[config.mk]
export PLATFORM = sky130hd
export DESIGN_NAME = fraction_reducer
export DESIGN_NICKNAME = d
export VERILOG_FILES = /design/src/hdl/fr_pkg.sv /design/src/hdl/fraction_reducer.sv /design/src/hdl/fr_front.sv /design/src/hdl/fr_queue.sv /design/src/hdl/fr_back.sv
export SDC_FILE = /design/constraint.sdc
export NUM_CORES = 1
export LEC_CHECK = 0
export BUFFER_PORTS_ARGS = -buffer_cell sky130_fd_sc_hd__buf_2
export CAP_MARGIN = 30
export CORE_MARGIN = 4
export CORE_UTILIZATION = 25
export CTS_BUF_LIST = sky130_fd_sc_hd__clkbuf_8
export DETAILED_ROUTE_END_ITERATION = 10
export PLACE_DENSITY = 0.44
export SYNTH_ARGS = -nofsm -noshare
export SYNTH_HDL_FRONTEND = slang
export SYNTH_SLANG_ARGS = --single-unit
[constraint.sdc]
create_clock -name clock -period 16.7 [get_ports clock]
set_input_delay 3.34 -clock clock [delete_from_list [all_inputs] [get_ports clock]]
set_output_delay 3.34 -clock clock [all_outputs]
set_load 0.05 [all_outputs]
[src/hdl/fr_pkg.sv]
// fr_pkg: shared constants and types for the fraction reducer.
// Used by fr_front, fr_queue, fr_back and fraction_reducer; no dependencies.
`default_nettype none

package fr_pkg;

   localparam int VALUE_WIDTH_DEFAULT = 32;
   localparam int QUEUE_DEPTH         = 2;

   // Classification carried beside the magnitudes through the queue
   typedef struct packed {
      logic invalid;
      logic num_neg;
      logic den_neg;
   } fr_flags_type;

   localparam int FLAGS_WIDTH = $bits(fr_flags_type);

   typedef enum logic [2:0] {
      FR_IDLE,
      FR_GCD,
      FR_DIV_NUM,
      FR_DIV_DEN,
      FR_DONE
   } fr_state_type;

   // Status from the queue to the front and back ends
   typedef struct packed {
      logic valid;
      logic full;
   } fr_queue_status_type;

endpackage

`default_nettype wire

[src/hdl/fraction_reducer.sv]
// fraction_reducer: top level; reduces signed fractions to lowest terms.
// Instantiates fr_front, fr_queue and fr_back; uses fr_pkg.
//
//   channel | dir | handshake            | contents
//   req     | in  | req_tvalid/tready    | tdata: numerator, denominator
//   rsp     | out | rsp_tvalid/tready    | tdata: reduced num, reduced den;
//           |     |                      | tuser: invalid
//
// One fraction at a time in the back end: a dispatch state, a binary GCD of
// one step per cycle (data dependent), then two divisions on one shared
// divider, then the rsp register. Zero denominators skip straight to the result.
// The queue takes up to QUEUE_DEPTH req transfers while the back end is busy
// or rsp is stalled; req_tready drops when it is full.
// Synchronous reset empties the queue and the rsp register.
`default_nettype none

module fraction_reducer #(
   parameter int VALUE_WIDTH = fr_pkg::VALUE_WIDTH_DEFAULT
) (
   input  wire logic                                     clock,
   input  wire logic                                     reset,
   input  wire logic                                     req_tvalid,
   output      logic                                     req_tready,
   // numerator, denominator, zero pad to bytes
   input  wire logic [8*((2*VALUE_WIDTH+7)/8)-1:0]      req_tdata,
   output      logic                                     rsp_tvalid,
   input  wire logic                                     rsp_tready,
   // reduced_numerator, reduced_denominator, zero pad to bytes
   output      logic [8*((2*VALUE_WIDTH+7)/8)-1:0]      rsp_tdata,
   // invalid
   output      logic                                     rsp_tuser
);
   import fr_pkg::*;

   localparam int TW = 8 * ((2 * VALUE_WIDTH + 7) / 8);
   localparam int QW = 2 * VALUE_WIDTH + FLAGS_WIDTH;

   fr_queue_status_type q_status;
   logic                q_push;
   logic                q_pop;
   logic [QW-1:0]       q_wdata;
   logic [QW-1:0]       q_rdata;

   fr_front #(
      .VALUE_WIDTH (VALUE_WIDTH),
      .REQ_WIDTH   (TW)
   ) u_front (
      .reset      (reset),
      .req_tvalid (req_tvalid),
      .req_tready (req_tready),
      .req_tdata  (req_tdata),
      .q_status   (q_status),
      .q_push     (q_push),
      .q_wdata    (q_wdata)
   );

   fr_queue #(
      .DATA_WIDTH (QW),
      .DEPTH      (QUEUE_DEPTH)
   ) u_queue (
      .clock  (clock),
      .reset  (reset),
      .push   (q_push),
      .wdata  (q_wdata),
      .pop    (q_pop),
      .rdata  (q_rdata),
      .status (q_status)
   );

   fr_back #(
      .VALUE_WIDTH (VALUE_WIDTH),
      .RSP_WIDTH   (TW)
   ) u_back (
      .clock      (clock),
      .reset      (reset),
      .q_status   (q_status),
      .q_rdata    (q_rdata),
      .q_pop      (q_pop),
      .rsp_tvalid (rsp_tvalid),
      .rsp_tready (rsp_tready),
      .rsp_tdata  (rsp_tdata),
      .rsp_tuser  (rsp_tuser)
   );

endmodule

`default_nettype wire

[src/hdl/fr_front.sv]
// fr_front: input side of the fraction reducer; takes req transfers,
// splits signs from magnitudes and flags a zero denominator. Uses fr_pkg.
`default_nettype none

module fr_front #(
   parameter int VALUE_WIDTH = fr_pkg::VALUE_WIDTH_DEFAULT,
   parameter int REQ_WIDTH   = 64
) (
   input  wire logic                                   reset,
   input  wire logic                                   req_tvalid,
   output      logic                                   req_tready,
   input  wire logic [REQ_WIDTH-1:0]                   req_tdata,
   input  wire fr_pkg::fr_queue_status_type            q_status,
   output      logic                                   q_push,
   output      logic [2*VALUE_WIDTH+fr_pkg::FLAGS_WIDTH-1:0] q_wdata
);
   import fr_pkg::*;

   localparam int W = VALUE_WIDTH;

   logic [W-1:0]  num;
   logic [W-1:0]  den;
   logic [W-1:0]  num_mag;
   logic [W-1:0]  den_mag;
   fr_flags_type  flags;

   assign num = req_tdata[W-1:0];
   assign den = req_tdata[2*W-1:W];

   always_comb begin
      flags.num_neg = num[W-1];
      flags.den_neg = den[W-1];
      flags.invalid = (den == '0);
      // most negative value maps to 2^(W-1), which still fits unsigned
      num_mag = num[W-1] ? ((~num) + {{(W-1){1'b0}}, 1'b1}) : num;
      den_mag = den[W-1] ? ((~den) + {{(W-1){1'b0}}, 1'b1}) : den;
   end

   assign req_tready = !q_status.full && !reset;
   assign q_push     = req_tvalid && req_tready;
   assign q_wdata    = {flags, num_mag, den_mag};

endmodule

`default_nettype wire

[src/hdl/fr_queue.sv]
// fr_queue: short FIFO between the classifying front end and the back end.
// Register storage, one write and one read port. Uses fr_pkg.
`default_nettype none

module fr_queue #(
   parameter int DATA_WIDTH = 67,
   parameter int DEPTH      = fr_pkg::QUEUE_DEPTH
) (
   input  wire logic                         clock,
   input  wire logic                         reset,
   input  wire logic                         push,
   input  wire logic [DATA_WIDTH-1:0]        wdata,
   input  wire logic                         pop,
   output      logic [DATA_WIDTH-1:0]        rdata,
   output      fr_pkg::fr_queue_status_type  status
);
   import fr_pkg::*;

   localparam int PW = (DEPTH > 1) ? $clog2(DEPTH) : 1;
   localparam int CW = $clog2(DEPTH + 1);

   logic [DATA_WIDTH-1:0] slot_ff [DEPTH];
   logic [PW-1:0]         wr_ptr_ff, wr_ptr_in;
   logic [PW-1:0]         rd_ptr_ff, rd_ptr_in;
   logic [CW-1:0]         count_ff, count_in;
   logic                  do_push, do_pop;

   assign status.valid = (count_ff != '0);
   assign status.full  = (count_ff == CW'(DEPTH));
   assign do_push      = push && !status.full;
   assign do_pop       = pop && status.valid;
   assign rdata        = slot_ff[rd_ptr_ff];

   always_comb begin
      wr_ptr_in = wr_ptr_ff;
      rd_ptr_in = rd_ptr_ff;
      count_in  = count_ff;
      if (do_push) begin
         wr_ptr_in = (wr_ptr_ff == PW'(DEPTH - 1)) ? '0 : wr_ptr_ff + 1'b1;
      end
      if (do_pop) begin
         rd_ptr_in = (rd_ptr_ff == PW'(DEPTH - 1)) ? '0 : rd_ptr_ff + 1'b1;
      end
      if (do_push && !do_pop) begin
         count_in = count_ff + 1'b1;
      end else if (do_pop && !do_push) begin
         count_in = count_ff - 1'b1;
      end
   end

   always_ff @(posedge clock) begin
      if (reset) begin
         wr_ptr_ff <= '0;
         rd_ptr_ff <= '0;
         count_ff  <= '0;
      end else begin
         wr_ptr_ff <= wr_ptr_in;
         rd_ptr_ff <= rd_ptr_in;
         count_ff  <= count_in;
      end
   end

   always_ff @(posedge clock) begin
      if (do_push) begin
         slot_ff[wr_ptr_ff] <= wdata;
      end
   end

endmodule

`default_nettype wire

[src/hdl/fr_back.sv]
// fr_back: execution side; binary GCD one step per cycle, then a shared
// restoring divider for numerator and denominator, then the rsp register.
// Zero denominators skip straight to the rsp register. Uses fr_pkg.
`default_nettype none

module fr_back #(
   parameter int VALUE_WIDTH = fr_pkg::VALUE_WIDTH_DEFAULT,
   parameter int RSP_WIDTH   = 64
) (
   input  wire logic                                   clock,
   input  wire logic                                   reset,
   input  wire fr_pkg::fr_queue_status_type            q_status,
   input  wire logic [2*VALUE_WIDTH+fr_pkg::FLAGS_WIDTH-1:0] q_rdata,
   output      logic                                   q_pop,
   output      logic                                   rsp_tvalid,
   input  wire logic                                   rsp_tready,
   output      logic [RSP_WIDTH-1:0]                   rsp_tdata,
   output      logic                                   rsp_tuser
);
   import fr_pkg::*;

   localparam int W  = VALUE_WIDTH;
   localparam int KW = $clog2(W);

   fr_state_type  state_ff, state_in;
   fr_flags_type  flags_ff, flags_in;
   logic [W-1:0]  num_mag_ff, num_mag_in;
   logic [W-1:0]  den_mag_ff, den_mag_in;
   logic [W-1:0]  a_ff, a_in;
   logic [W-1:0]  b_ff, b_in;
   logic [KW-1:0] k_ff, k_in;
   logic [W-1:0]  g_ff, g_in;
   logic [W-1:0]  quo_ff, quo_in;
   logic [W-1:0]  rem_ff, rem_in;
   logic [KW-1:0] cnt_ff, cnt_in;
   logic [W-1:0]  rnum_ff, rnum_in;
   logic          out_valid_ff, out_valid_in;
   logic [W-1:0]  out_num_ff, out_num_in;
   logic [W-1:0]  out_den_ff, out_den_in;
   logic          out_inv_ff, out_inv_in;

   fr_flags_type  q_flags;
   logic [W-1:0]  q_num_mag;
   logic [W-1:0]  q_den_mag;
   logic          gcd_done;
   logic          div_last;
   logic          out_load;
   logic [W:0]    trial;
   logic [W-1:0]  quo_step;
   logic [W-1:0]  rem_step;

   assign {q_flags, q_num_mag, q_den_mag} = q_rdata;

   assign gcd_done = (a_ff == '0);
   assign div_last = (cnt_ff == KW'(W - 1));

   // one restoring-division step
   always_comb begin
      trial = {rem_ff, quo_ff[W-1]} - {1'b0, g_ff};
      if (!trial[W]) begin
         rem_step = trial[W-1:0];
         quo_step = {quo_ff[W-2:0], 1'b1};
      end else begin
         rem_step = {rem_ff[W-2:0], quo_ff[W-1]};
         quo_step = {quo_ff[W-2:0], 1'b0};
      end
   end

   // next state
   always_comb begin
      state_in = state_ff;
      case (state_ff)
         FR_IDLE: begin
            if (q_status.valid) begin
               state_in = q_flags.invalid ? FR_DONE : FR_GCD;
            end
         end
         FR_GCD: begin
            if (gcd_done) state_in = FR_DIV_NUM;
         end
         FR_DIV_NUM: begin
            if (div_last) state_in = FR_DIV_DEN;
         end
         FR_DIV_DEN: begin
            if (div_last) state_in = FR_DONE;
         end
         FR_DONE: begin
            if (out_load) state_in = FR_IDLE;
         end
         default: state_in = FR_IDLE;
      endcase
   end

   // control outputs
   always_comb begin
      q_pop    = 1'b0;
      out_load = 1'b0;
      case (state_ff)
         FR_IDLE: q_pop    = q_status.valid;
         FR_DONE: out_load = !out_valid_ff || rsp_tready;
         default: begin
            q_pop    = 1'b0;
            out_load = 1'b0;
         end
      endcase
   end

   // datapath
   always_comb begin
      flags_in   = flags_ff;
      num_mag_in = num_mag_ff;
      den_mag_in = den_mag_ff;
      a_in       = a_ff;
      b_in       = b_ff;
      k_in       = k_ff;
      g_in       = g_ff;
      quo_in     = quo_ff;
      rem_in     = rem_ff;
      cnt_in     = cnt_ff;
      rnum_in    = rnum_ff;
      out_num_in = out_num_ff;
      out_den_in = out_den_ff;
      out_inv_in = out_inv_ff;
      case (state_ff)
         FR_IDLE: begin
            flags_in   = q_flags;
            num_mag_in = q_num_mag;
            den_mag_in = q_den_mag;
            a_in       = q_num_mag;
            b_in       = q_den_mag;
            k_in       = '0;
            rnum_in    = '0;
            quo_in     = '0;
         end
         FR_GCD: begin
            if (gcd_done) begin
               // zero numerator lands here at once with g = |den|
               g_in   = b_ff << k_ff;
               quo_in = num_mag_ff;
               rem_in = '0;
               cnt_in = '0;
            end else if (!a_ff[0] && !b_ff[0]) begin
               a_in = a_ff >> 1;
               b_in = b_ff >> 1;
               k_in = k_ff + 1'b1;
            end else if (!a_ff[0]) begin
               a_in = a_ff >> 1;
            end else if (!b_ff[0]) begin
               b_in = b_ff >> 1;
            end else if (a_ff >= b_ff) begin
               a_in = a_ff - b_ff;
            end else begin
               b_in = b_ff - a_ff;
            end
         end
         FR_DIV_NUM: begin
            quo_in = quo_step;
            rem_in = rem_step;
            cnt_in = cnt_ff + 1'b1;
            if (div_last) begin
               rnum_in = quo_step;
               quo_in  = den_mag_ff;
               rem_in  = '0;
               cnt_in  = '0;
            end
         end
         FR_DIV_DEN: begin
            quo_in = quo_step;
            rem_in = rem_step;
            cnt_in = cnt_ff + 1'b1;
         end
         FR_DONE: begin
            if (out_load) begin
               out_inv_in = flags_ff.invalid;
               if (flags_ff.invalid) begin
                  out_num_in = '0;
                  out_den_in = '0;
               end else begin
                  out_num_in = flags_ff.num_neg ?
                               ((~rnum_ff) + {{(W-1){1'b0}}, 1'b1}) : rnum_ff;
                  out_den_in = flags_ff.den_neg ?
                               ((~quo_ff) + {{(W-1){1'b0}}, 1'b1}) : quo_ff;
               end
            end
         end
         default: begin
            flags_in = flags_ff;
         end
      endcase
   end

   always_comb begin
      out_valid_in = out_valid_ff;
      if (out_load) begin
         out_valid_in = 1'b1;
      end else if (rsp_tready) begin
         out_valid_in = 1'b0;
      end
   end

   always_ff @(posedge clock) begin
      if (reset) begin
         state_ff     <= FR_IDLE;
         out_valid_ff <= 1'b0;
      end else begin
         state_ff     <= state_in;
         out_valid_ff <= out_valid_in;
      end
   end

   always_ff @(posedge clock) begin
      flags_ff   <= flags_in;
      num_mag_ff <= num_mag_in;
      den_mag_ff <= den_mag_in;
      a_ff       <= a_in;
      b_ff       <= b_in;
      k_ff       <= k_in;
      g_ff       <= g_in;
      quo_ff     <= quo_in;
      rem_ff     <= rem_in;
      cnt_ff     <= cnt_in;
      rnum_ff    <= rnum_in;
      out_num_ff <= out_num_in;
      out_den_ff <= out_den_in;
      out_inv_ff <= out_inv_in;
   end

   always_comb begin
      rsp_tdata          = '0;
      rsp_tdata[W-1:0]   = out_num_ff;
      rsp_tdata[2*W-1:W] = out_den_ff;
   end

   assign rsp_tvalid = out_valid_ff;
   assign rsp_tuser  = out_inv_ff;

endmodule

`default_nettype wire

==> summary.txt, run 1 <==
Outcome
  • Status: finished clean

Floorplan
  • Initial Utilization: 0.253
  • Die W: 341 µm
  • Core Area: 0.109 mm²
  • Full die area: 0.116 mm²
  • Io pins: 135
  • Die Y: 341 µm
  • Cell Rows: 121

STA
  • Final period utilization: 0.441
  • Slew at the pin with the worst max-slew slack: 1.03 ns
  • Final-report max-slew violation count: 0
  • RSZ-0062 raised after global routing: no
  • Period minus WS final: 7.37 ns
  • Relative slew slack: 0.313
  • Final setup violation count: 0
  • Setup_tns: 0 ns
  • Max Clock Skew: 0.0478 ns
  • F_max: 136 MHz
  • Final hold vios: 0

Synthesis
  • Gate count of the mapped netlist: 2,570
  • FF+latch count, synth: 477
  • Top cell type's share of synthesized area: 0.508
  • Seq/Total Area, Yosys: 0.515
  • Distinct cells, synth: 74
  • Largest family of logic cells by synthesized area: compound AO/OA/AOI/OAI gates
  • Post-Syn Area per Cell: 10.8 µm²
  • Post-synthesis compound-gate area fraction: 0.148
  • Mux share of post-synthesis cell area: 0.0592
  • Post-synth EDFFs: 468
  • Top_reg_cell synth: edfxtp_1
  • Largest cells by area after synthesis: edfxtp_1 (51%), ha_1 (4.7%), xnor2_1 (3.7%)
  • Xor/xnor share of the synthesized area: 0.0662
  • Adder-cell area share of the yosys netlist: 0.0492
  • Post-Syn Nets: 2,745
  • Simple-Gate Fraction of Synth Area: 0.120
  • Asr flop ratio synth: 0
  • Most area-hungry cell type in the Yosys netlist: edfxtp_1
  • Cell Area, Synth: 0.0277 mm²
  • Synth warn: 0

Global route
  • First-pass GRT wire length: 128,000 µm
  • Number of global-route vias before repair: 19,900
  • Largest net degree at the start of global routing: 68
  • GRT overflow: 0
  • Initial antenna violation count: 7
  • Total global-route track usage: 0.144

Setup path
  • Reg2reg setup slack: 11.39 ns
  • RR Endpoint: u_back.b_ff[11]
  • Worst Path Required: 13.36 ns
  • Crit Reg-Reg Startpoint: u_back.a_ff[0]
  • Crit path kind: primary input to primary output
  • CP max FO: 10
  • Cell count of the worst reg-to-reg path: 14
  • Worst setup SP type: primary input
  • Buf+Inv Stages, Crit Path: 2
  • CP Capture Point: req_tready
  • Crit path from: reset
  • Crit-path leading delay family: buffers and inverters
  • Worst setup EP type: primary output
  • Critical path's largest stage delay: 0.31 ns
  • Critical Path, Cell by Cell: buf_2, a21oi_1, buf_2
  • Worst path arrival time: 4.03 ns
  • CP max stage cell: buf_2
  • Top cell by count, worst path: buf_2
  • CP Depth: 3

Clock network
  • Hold buffer count at cts: 0
  • CTS buffer count: 88
  • Clk buf depth: 3
  • CTS sink cnt: 477
  • Root Driver: clkbuf_8
  • CTS tree: yes
  • H-tree depth: 3
  • Setup bufs post-CTS: 0
  • Clk pin slew, worst setup/hold paths: 0.06 ns
  • Post-cts resize count: 0
  • Clk_lat worst skew: 0.73 ns

Route
  • Avg Vias per Cell: 4.81
  • Vias: 20,400
  • DRT Pass-1 Iters: 9
  • DRT antenna net count: 0
  • Total Wirelength: 85,400 µm
  • Routed WL per cell: 20.1 µm
  • DRT iter0 DRCs: 1,810
  • Residual DRC: 0

Pwr
  • Internal: 3.43 mW
  • Clock Power Share: 0.170
  • Cell Pwr Density: 199 mW/mm²
  • Logic pwr share: 0.490
  • VDD IR max: 66.7 µV
  • Psw: 2.88 mW
  • Total Power: 6.31 mW
  • P_leak: 12.4 nW
  • Switching Share: 0.456
  • Reg power frac: 0.340

Final layout
  • Commonest non-fill, non-tap cell in the layout: edfxtp_1
  • Area grow syn2layout: 14.8%
  • Layout cells sized above 1: 0.146
  • Post-route insts no fill: 4,242
  • Final core utilization: 0.291
  • Design Area, Final: 0.0318 mm²
  • Area occupied by multi-input gates: 0.0124 mm²
  • Fillers: 11,500
  • Nets@finish: 2,866
  • Most frequent cells in the layout: edfxtp_1 (468), nor2_1 (227), nand2_1 (206)
  • Reg area: 0.0142 mm²

Place
  • IO Port Bufs: 134
  • Post-DP Area: 0.0301 mm²
  • Routability cong.: 0.861
  • Hpwl dp: 63,300 µm
  • Dpl cells: 4,076

Min path
  • Hold Path Class: flip-flop to flip-flop

Run
  • Max cap viols: 0
==> tightest hold or removal path, stage by stage (launching register included) <==
cell and delay, ns:
dfxtp_1 0.32, xor2_1 0.08, nor2_1 0.07
==> logic make-up after synthesis <==
group | after synthesis
buf+inv | 312
compound gates | 619
mux | 142
flops | 477
xor+xnor | 209
fa+ha+maj | 107
simple gates | 704
==> flip-flops by register name (all words and copies together), names as in the netlist, named ones only <==
register	flops
u_back.out_den_ff	32
u_back.cnt_ff	5
u_back.quo_ff	32
u_back.rem_ff	32
u_back.state_ff	3
u_back.k_ff	5
u_back.rnum_ff	32
u_back.out_num_ff	32
u_queue.rd_ptr_ff	1
u_back.den_mag_ff	32
u_back.g_ff	32
u_back.flags_ff	3
u_back.num_mag_ff	32
u_back.b_ff	32
u_back.rsp_tuser	1
u_queue.wr_ptr_ff	1
u_back.rsp_tvalid	1
u_back.a_ff	32
u_queue.count_ff	2
u_queue.slot_ff	134
==> per-layer routing <==
metal / global-route usage / wire length, µm
met1: 0.206 / 40200
met2: 0.220 / 37300
met3: 0.0283 / 5690
met4: 0.0423 / 2230
met5: 0 / 0
==> cell usage after synthesis (7+ instances only) <==
cell type  instances
o21ai_0          160
a222oi_1          31
mux4_2            10
buf_1             19
mux2_2            72
a221o_1           10
ha_1             104
a21o_1            49
nor2b_1           20
o41ai_1           22
nand2b_1          25
o31ai_1           34
xor2_1            92
dfxtp_1            9
a2bb2oi_1         23
a31oi_1           15
edfxtp_1         468
a211oi_1          11
xnor2_1          117
nor3_1            34
or3_1             20
nand3_1           31
and2_1             7
a221oi_1          12
clkbuf_1         115
nor2_1           233
o21bai_1          12
a21oi_1          137
o211ai_1          20
or2_2              9
inv_1            177
o22ai_1           15
o21a_1            20
nand4_1           17
nand2_1          206
and3_1            39
nor4_1            19
or4_1             21
mux2i_1           60
==> power groups by stage <==
| stage | sequential (mW) | combinational (mW) | clock [mW] |
|---|---|---|---|
| floorplan | 2.08 | 2.13 | 0 |
| global placement | 2.18 | 3.06 | 0 |
| detailed placement | 2.17 | 3.06 | 0 |
| CTS | 2.14 | 3.08 | 1.12 |
| global route | 2.18 | 3.38 | 1.17 |
| finish | 2.15 | 3.09 | 1.07 |
==> cell type report <==
class                   count  share of cell area
well taps                1476              0.0582
multi-input cells        1781               0.389
clock inverters            75              0.0138
clock buffers              89              0.0386
flip-flops and latches    477               0.448
repair buffers            165              0.0306
inverters                 178              0.0210
diodes                      1           0.0000788
==> per-stage QoR <==
step	setup WS, ns	hold WS [ns]
2_1_floorplan	8.59	0.424
3_3_place_gp	9.33	0.490
3_5_place_dp	9.32	0.495
4_1_cts	9.32	0.511
5_1_grt	9.27	0.540
6_report	9.33	0.508
==> worst min-delay path by stage <==
stage / startpoint / end / slack (ns) / cells after the start
floorplan: u_back.flags_ff[2] / u_back.rsp_tuser / 0.42 / 0
global placement: u_queue.rd_ptr_ff / u_queue.rd_ptr_ff / 0.49 / 2
detailed placement: u_queue.rd_ptr_ff / flip-flop / 0.50 / 2
CTS: u_queue.rd_ptr_ff / flip-flop / 0.51 / 2
global route: u_queue.rd_ptr_ff / flip-flop / 0.54 / 2
finish: u_queue.rd_ptr_ff / flip-flop / 0.51 / 2
Note: power is estimated with default switching activity, not from simulation.
==> run 2: changes to the inputs <==
clock period = 7 ns   (was 16.7 ns; I/O delays follow)
==> run 2 against run 1 <==
Against the previous run:
- critical path depth rose by 11
- combinational power rose by 140%
- sequential share of layout area fell by 0.11 points
- clock power rose by 150%
- worst setup slack got worse by 7.0 ns
- cell count barely moved
- count of clock-buffer cells in the layout rose by 5
==> summary.txt, run 2 (synthesis results as in run 1) <==
Global route
  • Total global-route track usage: 0.146 (+0.00197)
  • GRT overflow: 0 (unchanged)
  • First-pass GRT wire length: 131,000 µm (+1.9%)
  • Largest net degree at the start of global routing: 70 (+2.9%)
  • Initial antenna violation count: 7 (unchanged)
  • Number of global-route vias before repair: 20,200 (+1.4%)

Setup path
  • Crit path kind: flip-flop to flip-flop
  • Worst path arrival time: 5.24 ns (+1.21 ns)
  • Worst setup SP type: flip-flop
  • Critical path's largest stage delay: 0.57 ns (+0.26 ns)
  • Cell count of the worst reg-to-reg path: 14 (unchanged)
  • Crit Reg-Reg Startpoint: u_back.a_ff[0]
  • Buf+Inv Stages, Crit Path: 3 (+1)
  • Reg2reg setup slack: 2.29 ns (-9.10 ns)
  • RR Endpoint: u_back.b_ff[26]
  • Worst Path Required: 7.53 ns (-5.83 ns)
  • Crit-path leading delay family: compound AO/OA/AOI/OAI gates
  • CP max FO: 11 (+1)
  • CP max stage cell: nor2_2
  • Critical Path, Cell by Cell: inv_1, ha_1, inv_1, fa_1, a21o_1, a211o_1, a221oi_1, o211ai_1, a311oi_1, nand2_1, nor2_2, buf_4, nand2_1, o211ai_1
  • Worst setup EP type: flip-flop

Floorplan
  • Full die area: 0.116 mm² (unchanged)
  • Initial Utilization: 0.253 (unchanged)
  • Die W: 341 µm (unchanged)
  • Io pins: 135 (unchanged)
  • Core Area: 0.109 mm² (unchanged)
  • Cell Rows: 121 (unchanged)
  • Die Y: 341 µm (unchanged)

Route
  • Met2 WL: 38,200 µm (+2.3%)
  • DRT met1 WL: 41,700 µm (+3.6%)
  • Vias: 20,500 (+0.59%)
  • Total Wirelength: 87,000 µm (+1.9%)
  • DRT antenna net count: 0 (unchanged)
  • Avg Vias per Cell: 4.84 (+0.68%)
  • DRT Pass-1 Iters: 6 (-3)
  • Top Layer Used: met4
  • DRT iter0 DRCs: 1,700 (-6.1%)
  • Routed WL per cell: 20.5 µm (+2.0%)
  • Residual DRC: 0 (unchanged)
  • WL met3: 5010 µm (-12%)

Place
  • Hpwl dp: 65,100 µm (+2.9%)
  • IO Port Bufs: 134 (unchanged)
  • Dpl cells: 4,076 (unchanged)
  • Setup slack at placement: 2.45 ns (-6.87 ns)
  • Post-DP Area: 0.0301 mm² (about the same)
  • Routability cong.: 0.904 (+4.9%)

Clock network
  • CTS sink cnt: 477 (unchanged)
  • H-tree depth: 3 (unchanged)
  • Post-cts resize count: 0 (unchanged)
  • Hold buffer count at cts: 0 (unchanged)
  • Clk pin slew, worst setup/hold paths: 0.06 ns (about the same)
  • Clk buf depth: 3 (unchanged)
  • CTS tree: yes
  • Root Driver: clkbuf_8
  • Setup bufs post-CTS: 0 (unchanged)
  • Clk_lat worst skew: 0.71 ns (-0.02 ns)
  • CTS buffer count: 88 (unchanged)

STA
  • Final period utilization: 0.672
  • Final-report max-slew violation count: 0 (unchanged)
  • Setup_tns: 0 ns (unchanged)
  • F_max: 212 MHz
  • Final setup violation count: 0 (unchanged)
  • Final WS setup: 2.29 ns (-7.04 ns)
  • RSZ-0062 raised after global routing: no
  • Period minus WS final: 4.71 ns
  • Slew at the pin with the worst max-slew slack: 1.01 ns (-0.0190 ns)
  • Final hold vios: 0 (unchanged)
  • Max Clock Skew: 0.0560 ns (+0.00825 ns)
  • Relative slew slack: 0.328 (+0.0152)
  • Fin Hold WS: 0.509 ns (+0.000464 ns)

Pwr
  • Reg power frac: 0.333 (-0.007)
  • Clock Power Share: 0.173 (+0.003)
  • Cell Pwr Density: 482 mW/mm² (+140%)
  • P_leak: 12.4 nW (+0.22%)
  • Total Power: 15.3 mW (+140%)
  • Switching Share: 0.458 (+0.00184)
  • Psw: 7.03 mW (+140%)
  • Internal: 8.32 mW (+140%)
  • Logic pwr share: 0.493 (+0.003)
  • VDD IR max: 192 µV (+190%)

Min path
  • Hold_sp: u_queue.rd_ptr_ff
  • Hold depth: 2 (unchanged)
  • Hold Path Class: flip-flop to flip-flop

Final layout
  • Post-route insts no fill: 4,238 (-0.094%)
  • Area grow syn2layout: 15.1%
  • Layout cells sized above 1: 0.149 (+0.00244)
  • Max FFs per register: 134 (unchanged)
  • Final core utilization: 0.291 (+0.000687)
  • Nets@finish: 2,866 (unchanged)
  • Fillers: 11,500 (-0.078%)
  • Register name with the most flops: u_queue.slot_ff
  • Commonest non-fill, non-tap cell in the layout: edfxtp_1
  • Most frequent cells in the layout: edfxtp_1 (468), nor2_1 (227), nand2_1 (206)
  • Design Area, Final: 0.0318 mm² (+0.24%)

Outcome
  • Status: finished clean

Run
  • Max cap viols: 0 (unchanged)
## run 2: cell count changes in the layout (fill, tap and decap cells not counted), sizes merged
| cell | delta |
|---|---|
| bufinv | +2 |
| clkbuf | +5 |
| diode | +1 |
| inv | -5 |
| clkinvlp | +1 |
| clkinv | -8 |
## run 2: cell type report
cell class | instances | area, µm² | area share
Sequential cell | 477 | 14200 | 0.447
Multi-Input combinational cell | 1781 | 12400 | 0.389
Tap cell | 1476 | 1850 | 0.0580
Clock buffer | 94 | 1290 | 0.0406
Timing Repair Buffer | 165 | 978 | 0.0307
Inverter | 178 | 668 | 0.0210
Clock inverter | 65 | 432 | 0.0136
Antenna cell | 2 | 5.00 | 0.000157
## run 2: power by group through the flow
stage | combinational [mW] | sequential (mW) | clock, mW
6_report | 7.57 | 5.11 | 2.66
5_1_grt | 8.25 | 5.19 | 2.89
4_1_cts | 7.54 | 5.10 | 2.76
3_5_place_dp | 7.49 | 5.15 | 0
3_3_place_gp | 7.56 | 5.14 | 0
2_1_floorplan | 5.07 | 4.96 | 0
## run 2: worst reg2reg max path, stage by stage (launching register included)
cell and delay [ns]:
edfxtp_1 0.48, inv_1 0.21, ha_1 0.21, inv_1 0.06, fa_1 0.40, a21o_1 0.19
a211o_1 0.31, a221oi_1 0.36, o211ai_1 0.18, a311oi_1 0.39, nand2_1 0.43, nor2_2 0.57
buf_4 0.29, nand2_1 0.20, o211ai_1 0.25
## run 2: per-layer routing
metal / vias up / GRT usage
li1: 9753 / -
met1: 9995 / 0.213
met2: 627 / 0.225
met3: 138 / 0.0198
met4: 0 / 0.0419
met5: - / 0
## run 2: worst max path at each step
stage | from | end | slack [ns] | cells after the start
2_1_floorplan | reset | u_queue.slot_ff[0][0] | 0.99 | 4
3_3_place_gp | u_back.a_ff[0] | u_back.b_ff[8] | 2.36 | 13
3_5_place_dp | u_back.a_ff[0] | u_back.b_ff[27] | 2.45 | 14
4_1_cts | u_back.a_ff[0] | u_back.b_ff[26] | 2.41 | 14
5_1_grt | u_back.a_ff[0] | u_back.b_ff[26] | 2.06 | 14
6_report | u_back.a_ff[0] | u_back.b_ff[26] | 2.29 | 14
